<file path="config.mk">
export PLATFORM = sky130hd
export DESIGN_NAME = alert_table_engine
export DESIGN_NICKNAME = d
export VERILOG_FILES = /design/src/rtl/ate_pkg.sv /design/src/rtl/ate_cell.sv /design/src/rtl/ate_head.sv /design/src/rtl/alert_table_engine.sv
export SDC_FILE = /design/constraint.sdc
export NUM_CORES = 1
export LEC_CHECK = 0
export ABC_AREA = 1
export ABC_CLOCK_PERIOD_IN_PS = 4600
export CAP_MARGIN = 30
export CELL_PAD_IN_SITES_DETAIL_PLACEMENT = 1
export CELL_PAD_IN_SITES_GLOBAL_PLACEMENT = 1
export CORE_MARGIN = 5
export CORE_UTILIZATION = 49
export DETAILED_ROUTE_END_ITERATION = 8
export DONT_BUFFER_PORTS = 1
export PLACE_DENSITY = 0.84
export SLEW_MARGIN = 20
export SYNTH_ARGS = -nofsm -noshare
export SYNTH_HDL_FRONTEND = slang
export SYNTH_HIERARCHICAL = 1
export SYNTH_SLANG_ARGS = --single-unit
export TNS_END_PERCENT = 10
</file>
<file path="constraint.sdc">
create_clock -name clock -period 4.6 [get_ports clock]
set_clock_uncertainty 0.05 [all_clocks]
set_input_delay 0.46 -clock clock [delete_from_list [all_inputs] [get_ports clock]]
set_output_delay 0.46 -clock clock [all_outputs]
set_load 0.02 [all_outputs]
</file>
<file path="src/rtl/ate_pkg.sv">
// shared types and codes for the alert table engine
package ate_pkg;

   typedef enum logic [2:0] {
      ACT_RAISE   = 3'd0,
      ACT_CLEAR   = 3'd1,
      ACT_ACK_ID  = 3'd2,
      ACT_ACK_SRC = 3'd3,
      ACT_PURGE   = 3'd4,
      ACT_READ    = 3'd5,
      ACT_MASK    = 3'd6
   } action_type;

   typedef enum logic [2:0] {
      STAT_OK         = 3'd0,
      STAT_FULL       = 3'd1,
      STAT_DUP        = 3'd2,
      STAT_NOT_FOUND  = 3'd3,
      STAT_SLOT_EMPTY = 3'd4
   } status_type;

   typedef enum logic [1:0] {
      FSM_IDLE,
      FSM_ROTATE,
      FSM_COMPACT,
      FSM_FINISH
   } fsm_type;

   typedef struct packed {
      logic [2:0] action;
      logic [2:0] source;
      logic [3:0] alert_type;
      logic [1:0] priority_req;
      logic [7:0] ack_ident;
      logic [3:0] slot;
   } req_type;

   typedef struct packed {
      logic [2:0]  status;
      logic [7:0]  assigned_id;
      logic [2:0]  entry_source;
      logic [3:0]  entry_type;
      logic [1:0]  entry_priority;
      logic [7:0]  entry_ident;
      logic        entry_acked;
      logic        entry_active;
      logic [15:0] type_mask;
      logic [4:0]  used_count;
      logic [4:0]  pending_count;
   } rsp_type;

   typedef struct packed {
      logic [2:0] src;
      logic [3:0] kind;
      logic [1:0] prio;
      logic [7:0] ident;
      logic       acked;
      logic       active;
   } alert_entry_type;

   // drop marks a hole to be squeezed out by compaction
   typedef struct packed {
      alert_entry_type entry;
      logic            drop;
   } cell_data_type;

   typedef struct packed {
      logic rotate;
      logic swap_lo;
      logic swap_hi;
      logic write;
   } cell_ctl_type;

   typedef struct packed {
      logic evicted;
      logic dup;
      logic found;
   } head_flag_type;

endpackage

</file>
<file path="src/rtl/ate_cell.sv">
// one table position: holds an entry and trades it with its neighbours
module ate_cell (
   input  logic                  clock,
   input  ate_pkg::cell_ctl_type  ctl,
   input  ate_pkg::cell_data_type left_in,
   input  ate_pkg::cell_data_type right_in,
   input  ate_pkg::cell_data_type wr_data,
   output ate_pkg::cell_data_type data_out
);

   ate_pkg::cell_data_type data_ff;
   ate_pkg::cell_data_type data_in;

   always_comb begin
      data_in = data_ff;
      if (ctl.write) begin
         data_in = wr_data;
      end else if (ctl.rotate) begin
         data_in = right_in;
      end else if (ctl.swap_lo && data_ff.drop && !right_in.drop) begin
         // hole moves up, upper entry moves down
         data_in = right_in;
      end else if (ctl.swap_hi && left_in.drop && !data_ff.drop) begin
         data_in = left_in;
      end
   end

   always_ff @(posedge clock) begin
      data_ff <= data_in;
   end

   assign data_out = data_ff;

endmodule

</file>
<file path="src/rtl/ate_head.sv">
// processing head: works on the entry leaving cell 0 during a rotation
module ate_head #(
   parameter  int TABLE_DEPTH = 16,
   localparam int IDX_W = $clog2(TABLE_DEPTH),
   localparam int CNT_W = $clog2(TABLE_DEPTH + 1)
) (
   input  logic                     clock,
   input  logic                     reset,
   input  logic                     start,
   input  logic                     step,
   input  ate_pkg::req_type         req,
   input  logic [IDX_W-1:0]         pos,
   input  logic [CNT_W-1:0]         count,
   input  ate_pkg::cell_data_type   cell_in,
   output ate_pkg::cell_data_type   cell_out,
   output ate_pkg::head_flag_type   flags,
   output logic [15:0]              mask,
   output logic [CNT_W-1:0]         pend,
   output logic [CNT_W-1:0]         removed,
   output ate_pkg::alert_entry_type rd_entry
);

   localparam int SEL_W = (CNT_W > 4) ? CNT_W : 4;

   ate_pkg::head_flag_type   flags_ff, flags_in;
   logic [15:0]              mask_ff, mask_in;
   logic [CNT_W-1:0]         pend_ff, pend_in;
   logic [CNT_W-1:0]         removed_ff, removed_in;
   ate_pkg::alert_entry_type rd_ff, rd_in;

   ate_pkg::alert_entry_type ent;
   logic                     drop;
   logic                     live;
   logic                     full;
   logic                     src_hit;
   logic                     kind_hit;

   assign live     = CNT_W'(pos) < count;
   assign full     = count == CNT_W'(TABLE_DEPTH);
   assign src_hit  = cell_in.entry.src == req.source;
   assign kind_hit = cell_in.entry.kind == req.alert_type;

   always_comb begin
      ent      = cell_in.entry;
      drop     = !live;
      flags_in = flags_ff;
      mask_in  = mask_ff;
      rd_in    = rd_ff;
      if (live) begin
         case (req.action)
            ate_pkg::ACT_RAISE: begin
               // full table: first acked entry goes, and is not a duplicate
               if (full && !flags_ff.evicted && ent.acked) begin
                  drop             = 1'b1;
                  flags_in.evicted = 1'b1;
               end else if (src_hit && kind_hit && ent.active) begin
                  flags_in.dup = 1'b1;
               end
            end
            ate_pkg::ACT_CLEAR: begin
               if (src_hit && kind_hit && ent.active) begin
                  ent.active = 1'b0;
               end
            end
            ate_pkg::ACT_ACK_ID: begin
               if (!flags_ff.found && ent.ident == req.ack_ident) begin
                  ent.acked      = 1'b1;
                  flags_in.found = 1'b1;
               end
            end
            ate_pkg::ACT_ACK_SRC: begin
               if (src_hit) begin
                  ent.acked = 1'b1;
               end
            end
            ate_pkg::ACT_PURGE: begin
               if (ent.acked && !ent.active) begin
                  drop = 1'b1;
               end
            end
            ate_pkg::ACT_READ: begin
               if (SEL_W'(pos) == SEL_W'(req.slot)) begin
                  rd_in = ent;
               end
            end
            ate_pkg::ACT_MASK: begin
               if (src_hit && ent.active) begin
                  mask_in = mask_ff | (16'd1 << ent.kind);
               end
            end
            default: begin
            end
         endcase
      end
      pend_in    = pend_ff + CNT_W'(live && !drop && ent.active && !ent.acked);
      removed_in = removed_ff + CNT_W'(live && drop);
   end

   always_ff @(posedge clock) begin
      if (reset || start) begin
         flags_ff   <= '0;
         mask_ff    <= '0;
         pend_ff    <= '0;
         removed_ff <= '0;
      end else if (step) begin
         flags_ff   <= flags_in;
         mask_ff    <= mask_in;
         pend_ff    <= pend_in;
         removed_ff <= removed_in;
      end
   end

   always_ff @(posedge clock) begin
      if (step) begin
         rd_ff <= rd_in;
      end
   end

   assign cell_out = '{entry: ent, drop: drop};
   assign flags    = flags_ff;
   assign mask     = mask_ff;
   assign pend     = pend_ff;
   assign removed  = removed_ff;
   assign rd_entry = rd_ff;

endmodule

</file>
<file path="src/rtl/alert_table_engine.sv">
// alert table engine top level: cell chain, processing head and sequencer
// a request is taken only while idle and passes one full rotation of the cell ring
//   past the head, a compaction pass when entries are removed (eviction on a full
//   raise, purge) and a finishing step that waits while the result is stalled;
//   the next request is taken only after the finishing step hands over the result
// reset: synchronous; empties the table, next id is 1, result register empty
module alert_table_engine #(
   parameter int TABLE_DEPTH = 16
) (
   input  logic             clock,
   input  logic             reset,
   input  logic             req_valid,
   output logic             req_stall,
   input  ate_pkg::req_type req_data,
   output logic             rsp_valid,
   input  logic             rsp_stall,
   output ate_pkg::rsp_type rsp_data
);

   localparam int IDX_W = $clog2(TABLE_DEPTH);
   localparam int CNT_W = $clog2(TABLE_DEPTH + 1);
   localparam int SEL_W = (CNT_W > 4) ? CNT_W : 4;
   localparam logic [IDX_W-1:0] LAST_POS = IDX_W'(TABLE_DEPTH - 1);

   // sequencer state
   ate_pkg::fsm_type  state_ff, state_in;
   ate_pkg::req_type  req_ff;
   logic [IDX_W-1:0]  pos_ff, pos_in;
   logic [CNT_W-1:0]  count_ff, count_in;
   logic [7:0]        ident_ff, ident_in;
   ate_pkg::rsp_type  rsp_ff, rsp_in;
   logic              rsp_valid_ff, rsp_valid_in;

   // chain wiring
   ate_pkg::cell_data_type cell_q   [TABLE_DEPTH];
   ate_pkg::cell_data_type left_nb  [TABLE_DEPTH];
   ate_pkg::cell_data_type right_nb [TABLE_DEPTH];
   ate_pkg::cell_ctl_type  cell_ctl [TABLE_DEPTH];
   ate_pkg::cell_data_type head_out;
   ate_pkg::cell_data_type wr_data;

   // head results
   ate_pkg::head_flag_type   flags;
   logic [15:0]              mask;
   logic [CNT_W-1:0]         pend;
   logic [CNT_W-1:0]         removed;
   ate_pkg::alert_entry_type rd_entry;

   // control
   logic             accept;
   logic             out_free;
   logic             rotate_en;
   logic             compact_en;
   logic             finish_fire;
   logic             append;
   logic [CNT_W-1:0] new_cnt;
   logic [CNT_W-1:0] cnt_after;

   assign req_stall = state_ff != ate_pkg::FSM_IDLE;
   assign accept    = req_valid && !req_stall;
   assign out_free  = !rsp_valid_ff || !rsp_stall;

   // next state
   always_comb begin
      state_in = state_ff;
      case (state_ff)
         ate_pkg::FSM_IDLE: begin
            if (req_valid) begin
               state_in = ate_pkg::FSM_ROTATE;
            end
         end
         ate_pkg::FSM_ROTATE: begin
            if (pos_ff == LAST_POS) begin
               state_in = ate_pkg::FSM_COMPACT;
            end
         end
         ate_pkg::FSM_COMPACT: begin
            // nothing removed: the table is already in order
            if (pos_ff == LAST_POS || removed == '0) begin
               state_in = ate_pkg::FSM_FINISH;
            end
         end
         ate_pkg::FSM_FINISH: begin
            if (out_free) begin
               state_in = ate_pkg::FSM_IDLE;
            end
         end
         default: begin
            state_in = ate_pkg::FSM_IDLE;
         end
      endcase
   end

   // sequencer outputs
   always_comb begin
      rotate_en   = state_ff == ate_pkg::FSM_ROTATE;
      compact_en  = (state_ff == ate_pkg::FSM_COMPACT) && (removed != '0);
      finish_fire = (state_ff == ate_pkg::FSM_FINISH) && out_free;
      pos_in      = pos_ff;
      case (state_ff)
         ate_pkg::FSM_ROTATE: begin
            pos_in = (pos_ff == LAST_POS) ? '0 : pos_ff + 1'b1;
         end
         ate_pkg::FSM_COMPACT: begin
            // one odd-even exchange round per cycle, parity from pos
            pos_in = pos_ff + 1'b1;
         end
         default: begin
            pos_in = '0;
         end
      endcase
   end

   // result and bookkeeping for the finishing cycle
   always_comb begin
      rsp_in    = '0;
      append    = 1'b0;
      new_cnt   = count_ff - removed;
      case (req_ff.action)
         ate_pkg::ACT_RAISE: begin
            if (count_ff == CNT_W'(TABLE_DEPTH) && !flags.evicted) begin
               rsp_in.status = ate_pkg::STAT_FULL;
            end else if (flags.dup) begin
               rsp_in.status = ate_pkg::STAT_DUP;
            end else begin
               append             = 1'b1;
               rsp_in.assigned_id = ident_ff;
            end
         end
         ate_pkg::ACT_ACK_ID: begin
            rsp_in.status = flags.found ? ate_pkg::STAT_OK : ate_pkg::STAT_NOT_FOUND;
         end
         ate_pkg::ACT_READ: begin
            if (SEL_W'(req_ff.slot) < SEL_W'(count_ff)) begin
               rsp_in.entry_source   = rd_entry.src;
               rsp_in.entry_type     = rd_entry.kind;
               rsp_in.entry_priority = rd_entry.prio;
               rsp_in.entry_ident    = rd_entry.ident;
               rsp_in.entry_acked    = rd_entry.acked;
               rsp_in.entry_active   = rd_entry.active;
            end else begin
               rsp_in.status = ate_pkg::STAT_SLOT_EMPTY;
            end
         end
         ate_pkg::ACT_MASK: begin
            rsp_in.type_mask = mask;
         end
         default: begin
         end
      endcase
      cnt_after            = new_cnt + CNT_W'(append);
      rsp_in.used_count    = 5'(cnt_after);
      rsp_in.pending_count = 5'(pend + CNT_W'(append));
   end

   always_comb begin
      count_in     = count_ff;
      ident_in     = ident_ff;
      rsp_valid_in = rsp_valid_ff && rsp_stall;
      if (finish_fire) begin
         count_in     = cnt_after;
         ident_in     = ident_ff + 8'(append);
         rsp_valid_in = 1'b1;
      end
   end

   // new entry lands just above the compacted table
   assign wr_data = '{entry: '{src: req_ff.source, kind: req_ff.alert_type,
                               prio: req_ff.priority_req, ident: ident_ff,
                               acked: 1'b0, active: 1'b1},
                      drop: 1'b0};

   always_ff @(posedge clock) begin
      if (reset) begin
         state_ff     <= ate_pkg::FSM_IDLE;
         pos_ff       <= '0;
         count_ff     <= '0;
         ident_ff     <= 8'd1;
         rsp_valid_ff <= 1'b0;
      end else begin
         state_ff     <= state_in;
         pos_ff       <= pos_in;
         count_ff     <= count_in;
         ident_ff     <= ident_in;
         rsp_valid_ff <= rsp_valid_in;
      end
   end

   always_ff @(posedge clock) begin
      if (accept) begin
         req_ff <= req_data;
      end
      if (finish_fire) begin
         rsp_ff <= rsp_in;
      end
   end

   // ring of cells: cell i takes cell i+1, the last cell takes the head output
   for (genvar i = 0; i < TABLE_DEPTH; i++) begin : g_cell
      localparam logic IS_LAST  = (i == TABLE_DEPTH - 1);
      localparam logic IS_FIRST = (i == 0);
      localparam logic PAR_LO   = 1'(i % 2);
      localparam logic PAR_HI   = 1'((i + 1) % 2);

      if (IS_LAST) begin : g_right_head
         assign right_nb[i] = head_out;
      end else begin : g_right_cell
         assign right_nb[i] = cell_q[i+1];
      end

      if (IS_FIRST) begin : g_left_self
         assign left_nb[i] = cell_q[i];
      end else begin : g_left_cell
         assign left_nb[i] = cell_q[i-1];
      end

      // lower of a pair when its parity matches, upper when its neighbour's does
      assign cell_ctl[i].rotate  = rotate_en;
      assign cell_ctl[i].swap_lo = compact_en && !IS_LAST && (PAR_LO == pos_ff[0]);
      assign cell_ctl[i].swap_hi = compact_en && !IS_FIRST && (PAR_HI == pos_ff[0]);
      assign cell_ctl[i].write   = finish_fire && append && (new_cnt == CNT_W'(i));

      ate_cell u_cell (
         .clock    (clock),
         .ctl      (cell_ctl[i]),
         .left_in  (left_nb[i]),
         .right_in (right_nb[i]),
         .wr_data  (wr_data),
         .data_out (cell_q[i])
      );
   end

   ate_head #(
      .TABLE_DEPTH (TABLE_DEPTH)
   ) u_head (
      .clock    (clock),
      .reset    (reset),
      .start    (accept),
      .step     (rotate_en),
      .req      (req_ff),
      .pos      (pos_ff),
      .count    (count_ff),
      .cell_in  (cell_q[0]),
      .cell_out (head_out),
      .flags    (flags),
      .mask     (mask),
      .pend     (pend),
      .removed  (removed),
      .rd_entry (rd_entry)
   );

   assign rsp_valid = rsp_valid_ff;
   assign rsp_data  = rsp_ff;

endmodule

</file>
==> results of run 1 <==
critical path, cell delays in order (launching register included):
cell and delay [ps]:
dfxtp_1 350, inv_1 130, ha_1 180, inv_1 70
fa_1 420, nand3_1 150, nand3_1 110, nand2_2 120
nor2_2 50, nand2_1 330, nor2_1 80, buf_4 230
inv_1 90, buf_4 290, o2111ai_2 560, buf_6 350
layer usage:
metal  track usage, %  vias up  part of all wire [%]
met5                0        -                     0
met4             10.8        0                   4.2
met3             3.96      231                   7.7
met2             49.0     1025                    48
met1             37.9    11800                    40
li1                 -    11000                     -
layout make-up:
| type | count | area, um2 |
|---|---|---|
| fill | 7085 | 27100 |
| tap | 765 | 957 |
| timing repair buffer | 107 | 937 |
| inverter | 794 | 2980 |
| multi-input combinational | 2126 | 10200 |
| clock inverter | 27 | 215 |
| clock buffer | 65 | 1480 |
| sequential | 468 | 13600 |
| antenna | 3 | 7.51 |
registers in the layout (all words and copies together), names as in the netlist, 5 cells and up:
register and count:
u_head/rd_entry 19, u_head/pend 5, req_ff 24, u_head/removed 5, u_head/mask 16, g_cell.u_cell/data_out 320, ident_ff 8, rsp_data 56
count_ff 5
cell families after synthesis:
family          count (synthesis)  synth area share [%]
xor+xnor                       18                 0.557
other cells                     2                0.0265
flops                         468                  47.9
compound gates                116                  2.49
simple gates                 1915                  30.6
buf+inv                       967                  17.1
fa+ha+maj                      27                  1.22
synthesized netlist by cell type, drive strengths merged, types with 2 or more instances:
library cell,instances,area share (%)
a21oi,80,1.6
buf,76,2.5
clkbuf,97,4.1
conb,2,0.027
dfxtp,49,3.5
edfxtp,419,44
ha,26,1.1
inv,794,11
nand2,1044,15
nand3,697,13
nand4,7,0.18
nor2,142,2.0
nor3,18,0.34
nor3b,2,0.053
nor4,2,0.044
o2111ai,16,0.50
o21a,3,0.080
o21ai,10,0.18
o22ai,2,0.044
xnor2,7,0.22
xor2,11,0.34
worst max-delay path by stage:
stage | from | end | slack, ps | cells past startpoint
final | count_ff[0]$_SDFFE_PP0P_ | g_cell[15].u_cell/data_out[1]$_DFFE_PP_ | 800 | 15
after global routing | count_ff[0]$_SDFFE_PP0P_ | g_cell[7].u_cell/data_out[10]$_DFFE_PP_ | 590 | 13
after CTS | count_ff[0]$_SDFFE_PP0P_ | g_cell[7].u_cell/data_out[2]$_DFFE_PP_ | 660 | 13
after detailed placement | count_ff[0]$_SDFFE_PP0P_ | g_cell[7].u_cell/data_out[2]$_DFFE_PP_ | 700 | 13
after global placement | count_ff[0]$_SDFFE_PP0P_ | g_cell[7].u_cell/data_out[1]$_DFFE_PP_ | 890 | 13
after floorplan | state_ff[1]$_SDFFE_PP0P_ | u_head/rd_entry[0]$_DFFE_PP_ | 650 | 4
through the flow:
stage,power (W),setup WS (ps),area (um2)
2_1_floorplan,0.0143,655,28500
3_3_place_gp,0.0162,892,28200
3_5_place_dp,0.0167,698,28400
4_1_cts,0.0211,656,30300
5_1_grt,0.0226,589,30300
6_report,0.0214,795,30300
power breakdown:
part | switching, W | internal [W] | leakage, nW
Combinational | 0.00572 | 0.00269 | 9.51
Clock | 0.00190 | 0.00234 | 0.837
Sequential | 0.00148 | 0.00723 | 4.30
what timing repair did:
| item | CTS | global route |
|---|---|---|
| setup buffers | 0 | 0 |
| hold endpoints to repair | 33 | 0 |
| hold buffers | 26 | 0 |
| endpoints found under the setup margin | 0 | 0 |
==> flow_summary.yaml, run 1 <==
outcome:
  status: "complete, no violations"
layout:
  drive_gt1_share_pct: 7.97
  mostFrequentLayoutCells: "nand2_1, inv_1, nand3_1"
  final_common_cell: "nand2_1"
  final_util_pct: 52.8
  area_delta_synth_final_pct: 7.21
  nets: 3603
  finalNonFillerCells: 4355
critical_path:
  r2r_slack_ps: 800
  cp-start-kind: "flop"
  critical_path_class: "reg -> reg"
  reg2regPathDepth: 15
  cp.required_ps: 4950
  critPathCaptureType: "flop"
  arrival_ps: 4160
  r2r_start: "count_ff[0]$_SDFFE_PP0P_"
  timing.rr.end: "g_cell[15].u_cell/data_out[1]$_DFFE_PP_"
  cp_max_fo: 21
timing:
  maxSlewHeadroom_pct: 29.3
  min_period_ps: 3800
  whs_ps: 62.5
  worst_pin_slew_ps: 1060
  grt_setup_unrepaired: "false"
  fin_crit_sh_pct: 82.7
  setup_viol: 0
  hold_violations: 0
  slew_viol_final: 0
  fmax_mhz: 263
  setup-tns-final_ps: 0
clock_network:
  cts_buffer_depth: 3
  cts_made_buffers: 51
  clock_sinks: 468
  worstSkewPairLatency_ps: 650
  cts_resized: 0
  path_clk_slew_ps: 70
  cts-root-buf: "clkbuf_16"
  cts_tree: "built"
  htree_num_levels: 2
route:
  avgRoutedWirePerCell_um: 21.3
  drc: 0
  ant_nets: 0
  num_vias: 24100
  first_iter_violations: 2113
  drtPass1Iterations: 6
  drt_wl_total_um: 93000
  vias_per_cell: 5.52
placement:
  dp_cells: 4234
  hpwl_um: 61500
  io_buffers: 0
  gp_congestion: 0.864
grt:
  grt_pass1_wl_um: 144000
  grt-ovfl-total: 0
  grt_max_degree: 61
  grt_pass1_vias: 25100
  grtUsageTotal_pct: 28.9
  antenna_found_initial: 2
die:
  die-width_um: 250
  rows: 88
  core-area_um2: 57500
  dieArea_um2: 62600
  start_util_pct: 49.2
  io_pins: 86
  die_y_um: 250
yosys:
  yosysUniqueCellTypes: 45
  ys_ff_latch: 468
  synth-warning-count: 6
  synth_area_um2: 28300
  syn_inst: 3513
  syn_avg_cell_area_um2: 8.05
  seq_area_frac_synth_pct: 47.9
  synth_edf_count: 419
  async_flop_share_pct: 0
  synth_flop_cell: "edfxtp_1"
worst_hold_path:
  whs_path_depth: 2
  hp-start: "reset"
  worstHoldPathType: "in -> reg"
  holdPathEnd: "ident_ff[0]$_SDFFE_PP1P_"
power:
  peakVddDrop_mv: 0.411
  p_leak_nw: 14.7
  power-per-cell-area_nw_per_um2: 704
run:
  drv_cap: 0
Note: power is estimated with default switching activity, not from simulation.
==> inputs of run 2 (changes only) <==
--- a/config.mk
+++ b/config.mk
@@ -6,7 +6,7 @@
 export NUM_CORES = 1
 export LEC_CHECK = 0
 export ABC_AREA = 1
-export ABC_CLOCK_PERIOD_IN_PS = 4600
+export ABC_CLOCK_PERIOD_IN_PS = 3700
 export CAP_MARGIN = 30
 export CELL_PAD_IN_SITES_DETAIL_PLACEMENT = 1
 export CELL_PAD_IN_SITES_GLOBAL_PLACEMENT = 1
==> constraint.sdc (replaced) <==
create_clock -name clock -period 3.7 [get_ports clock]
set_clock_uncertainty 0.05 [all_clocks]
set_input_delay 0.37 -clock clock [delete_from_list [all_inputs] [get_ports clock]]
set_output_delay 0.37 -clock clock [all_outputs]
set_load 0.02 [all_outputs]
==> run 2 against run 1 <==
Against the previous run: first-iteration DRC count is 7.8% higher; critical endpoint is now u_head/pend[4]$_SDFFE_PP0P_; sequential power increased by 24%; maximum frequency is 22% higher.
==> flow_summary.yaml, run 2 (synthesis results as in run 1) <==
worst_hold_path:
  whs_path_depth: 4
  worstHoldPathType: "in -> reg"
route:
  first_iter_violations: 2277
  drt_wl_total_um: 93300
  avgRoutedWirePerCell_um: 21.3
  drtPass1Iterations: 6
  num_vias: 24100
  drc: 0
  vias_per_cell: 5.51
  ant_nets: 0
timing:
  setup-tns-final_ps: 0
  slew_viol_final: 0
  hold_violations: 0
  grt_setup_unrepaired: "false"
  min_period_ps: 3120
  whs_ps: 172
  worst_pin_slew_ps: 870
  fmax_mhz: 321
  maxSlewHeadroom_pct: 42.0
  fin_crit_sh_pct: 84.3
  setup_viol: 0
critical_path:
  critPathCaptureType: "flop"
  path_cells: "ha_1, nand2_1, nand2_1, nand2_2, nand3_4, nor2_1, nand3_1, nor2_1, ha_1, ha_1, nand3_1, nor3b_1, nor3_1"
  r2r_slack_ps: 580
  cp_max_fo: 6
  critical_path_class: "reg -> reg"
  cpPeakStageDelay_ps: 470
  cp.required_ps: 4130
  cpMostUsedCell: "ha_1"
  cp-start-kind: "flop"
  arrival_ps: 3550
  critPathSlowestCell: "dfxtp_1"
  reg2regPathDepth: 13
die:
  io_pins: 86
  start_util_pct: 49.2
  die_y_um: 250
  rows: 88
  core-area_um2: 57500
  die-width_um: 250
  dieArea_um2: 62600
layout:
  largest_reg_flops: 320
  area_delta_synth_final_pct: 7.56
  drive_gt1_share_pct: 8.36
  final_util_pct: 52.9
  mostFrequentLayoutCells: "nand2_1, inv_1, nand3_1"
  nets: 3628
  stdcell_area_um2: 30400
  final_common_cell: "nand2_1"
  n_fill_cell: 7141
clock_network:
  cts_made_buffers: 53
  path_clk_slew_ps: 60
  worstSkewPairLatency_ps: 640
  cts_tree: "built"
  post_cts_buffers: 0
  htree_num_levels: 2
  clock_sinks: 468
  cts_buffer_depth: 3
  cts-root-buf: "clkbuf_16"
placement:
  gp_congestion: 0.900
  io_buffers: 0
  postPlaceCellArea_um2: 28500
  hpwl_um: 62400
outcome:
  status: "complete, no violations"
grt:
  grt-ovfl-total: 0
  grt_pass1_wl_um: 144000
  grtUsageTotal_pct: 28.7
  grt_pass1_vias: 25200
  antenna_found_initial: 1
  grt_max_degree: 61
power:
  peakVddDrop_mv: 0.534
  power-per-cell-area_nw_per_um2: 868
  p_leak_nw: 14.7
run:
  drv_cap: 0
[run 2: cell count changes in the layout (fill, tap and decap cells not counted), moves of 3 or more]
cell,delta
buf_4,+22
clkbuf_1,+15
clkinv_1,-5
inv_16,+3
[run 2: where the power goes]
| group | switching, W | leakage (nW) | internal [W] | total [W] |
|---|---|---|---|---|
| combinational | 0.00712 | 9.62 | 0.00339 | 0.0105 |
| clock | 0.00230 | 0.791 | 0.00280 | 0.00510 |
| sequential | 0.00180 | 4.30 | 0.00900 | 0.0108 |
| total | 0.0112 | 14.7 | 0.0152 | 0.0264 |
[run 2: worst max-delay path, delay by kind of cell (launching register included)]
family        cells  cell delay [ps]
flops             1              470
fa+ha+maj         3              750
simple gates     10             1680
[run 2: through the flow]
stage | power [W] | cells | setup WS (ps)
after floorplan | 0.0177 | 3561 | 110
after global placement | 0.0202 | 4244 | 624
after detailed placement | 0.0209 | 4256 | 672
after CTS | 0.0261 | 4377 | 667
after global routing | 0.0280 | 4379 | 412
final | 0.0264 | 4379 | 581
[run 2: repair_timing]
action	in CTS	in global routing
hold buffers	26	0
resized for setup	0	0
endpoints found under the hold margin	36	0
[run 2: worst paths after layout]
check,end,start
worst max register to register,u_head/pend[4]$_SDFFE_PP0P_,pos_ff[2]$_SDFF_PP0_
worst max-delay path,u_head/pend[4]$_SDFFE_PP0P_,pos_ff[2]$_SDFF_PP0_
worst min-delay path,state_ff[1]$_SDFFE_PP0P_,req_valid
worst min register to register,u_head/mask[12]$_SDFFE_PP0P_,u_head/mask[12]$_SDFFE_PP0P_
[run 2: final cells by class]
| type | count | area (um2) | share of cell area, % |
|---|---|---|---|
| Clock inverter | 17 | 125 | 0.411 |
| Multi-Input combinational cell | 2126 | 10200 | 33.5 |
| Inverter | 794 | 2980 | 9.79 |
| Tap cell | 765 | 957 | 3.15 |
| Timing Repair Buffer | 130 | 1110 | 3.65 |
| Sequential cell | 468 | 13600 | 44.6 |
| Clock buffer | 78 | 1490 | 4.90 |
| Antenna cell | 1 | 2.50 | 0.00822 |
[run 2: per-layer routing]
layer  global-route usage (%)  vias up  wire length (um)
met5                        0        -                 0
met4                     10.7        0              3820
met3                     4.04      245              6650
met2                     49.2      971             45500
met1                     37.2    11800             37300
li1                         -    11100                 -
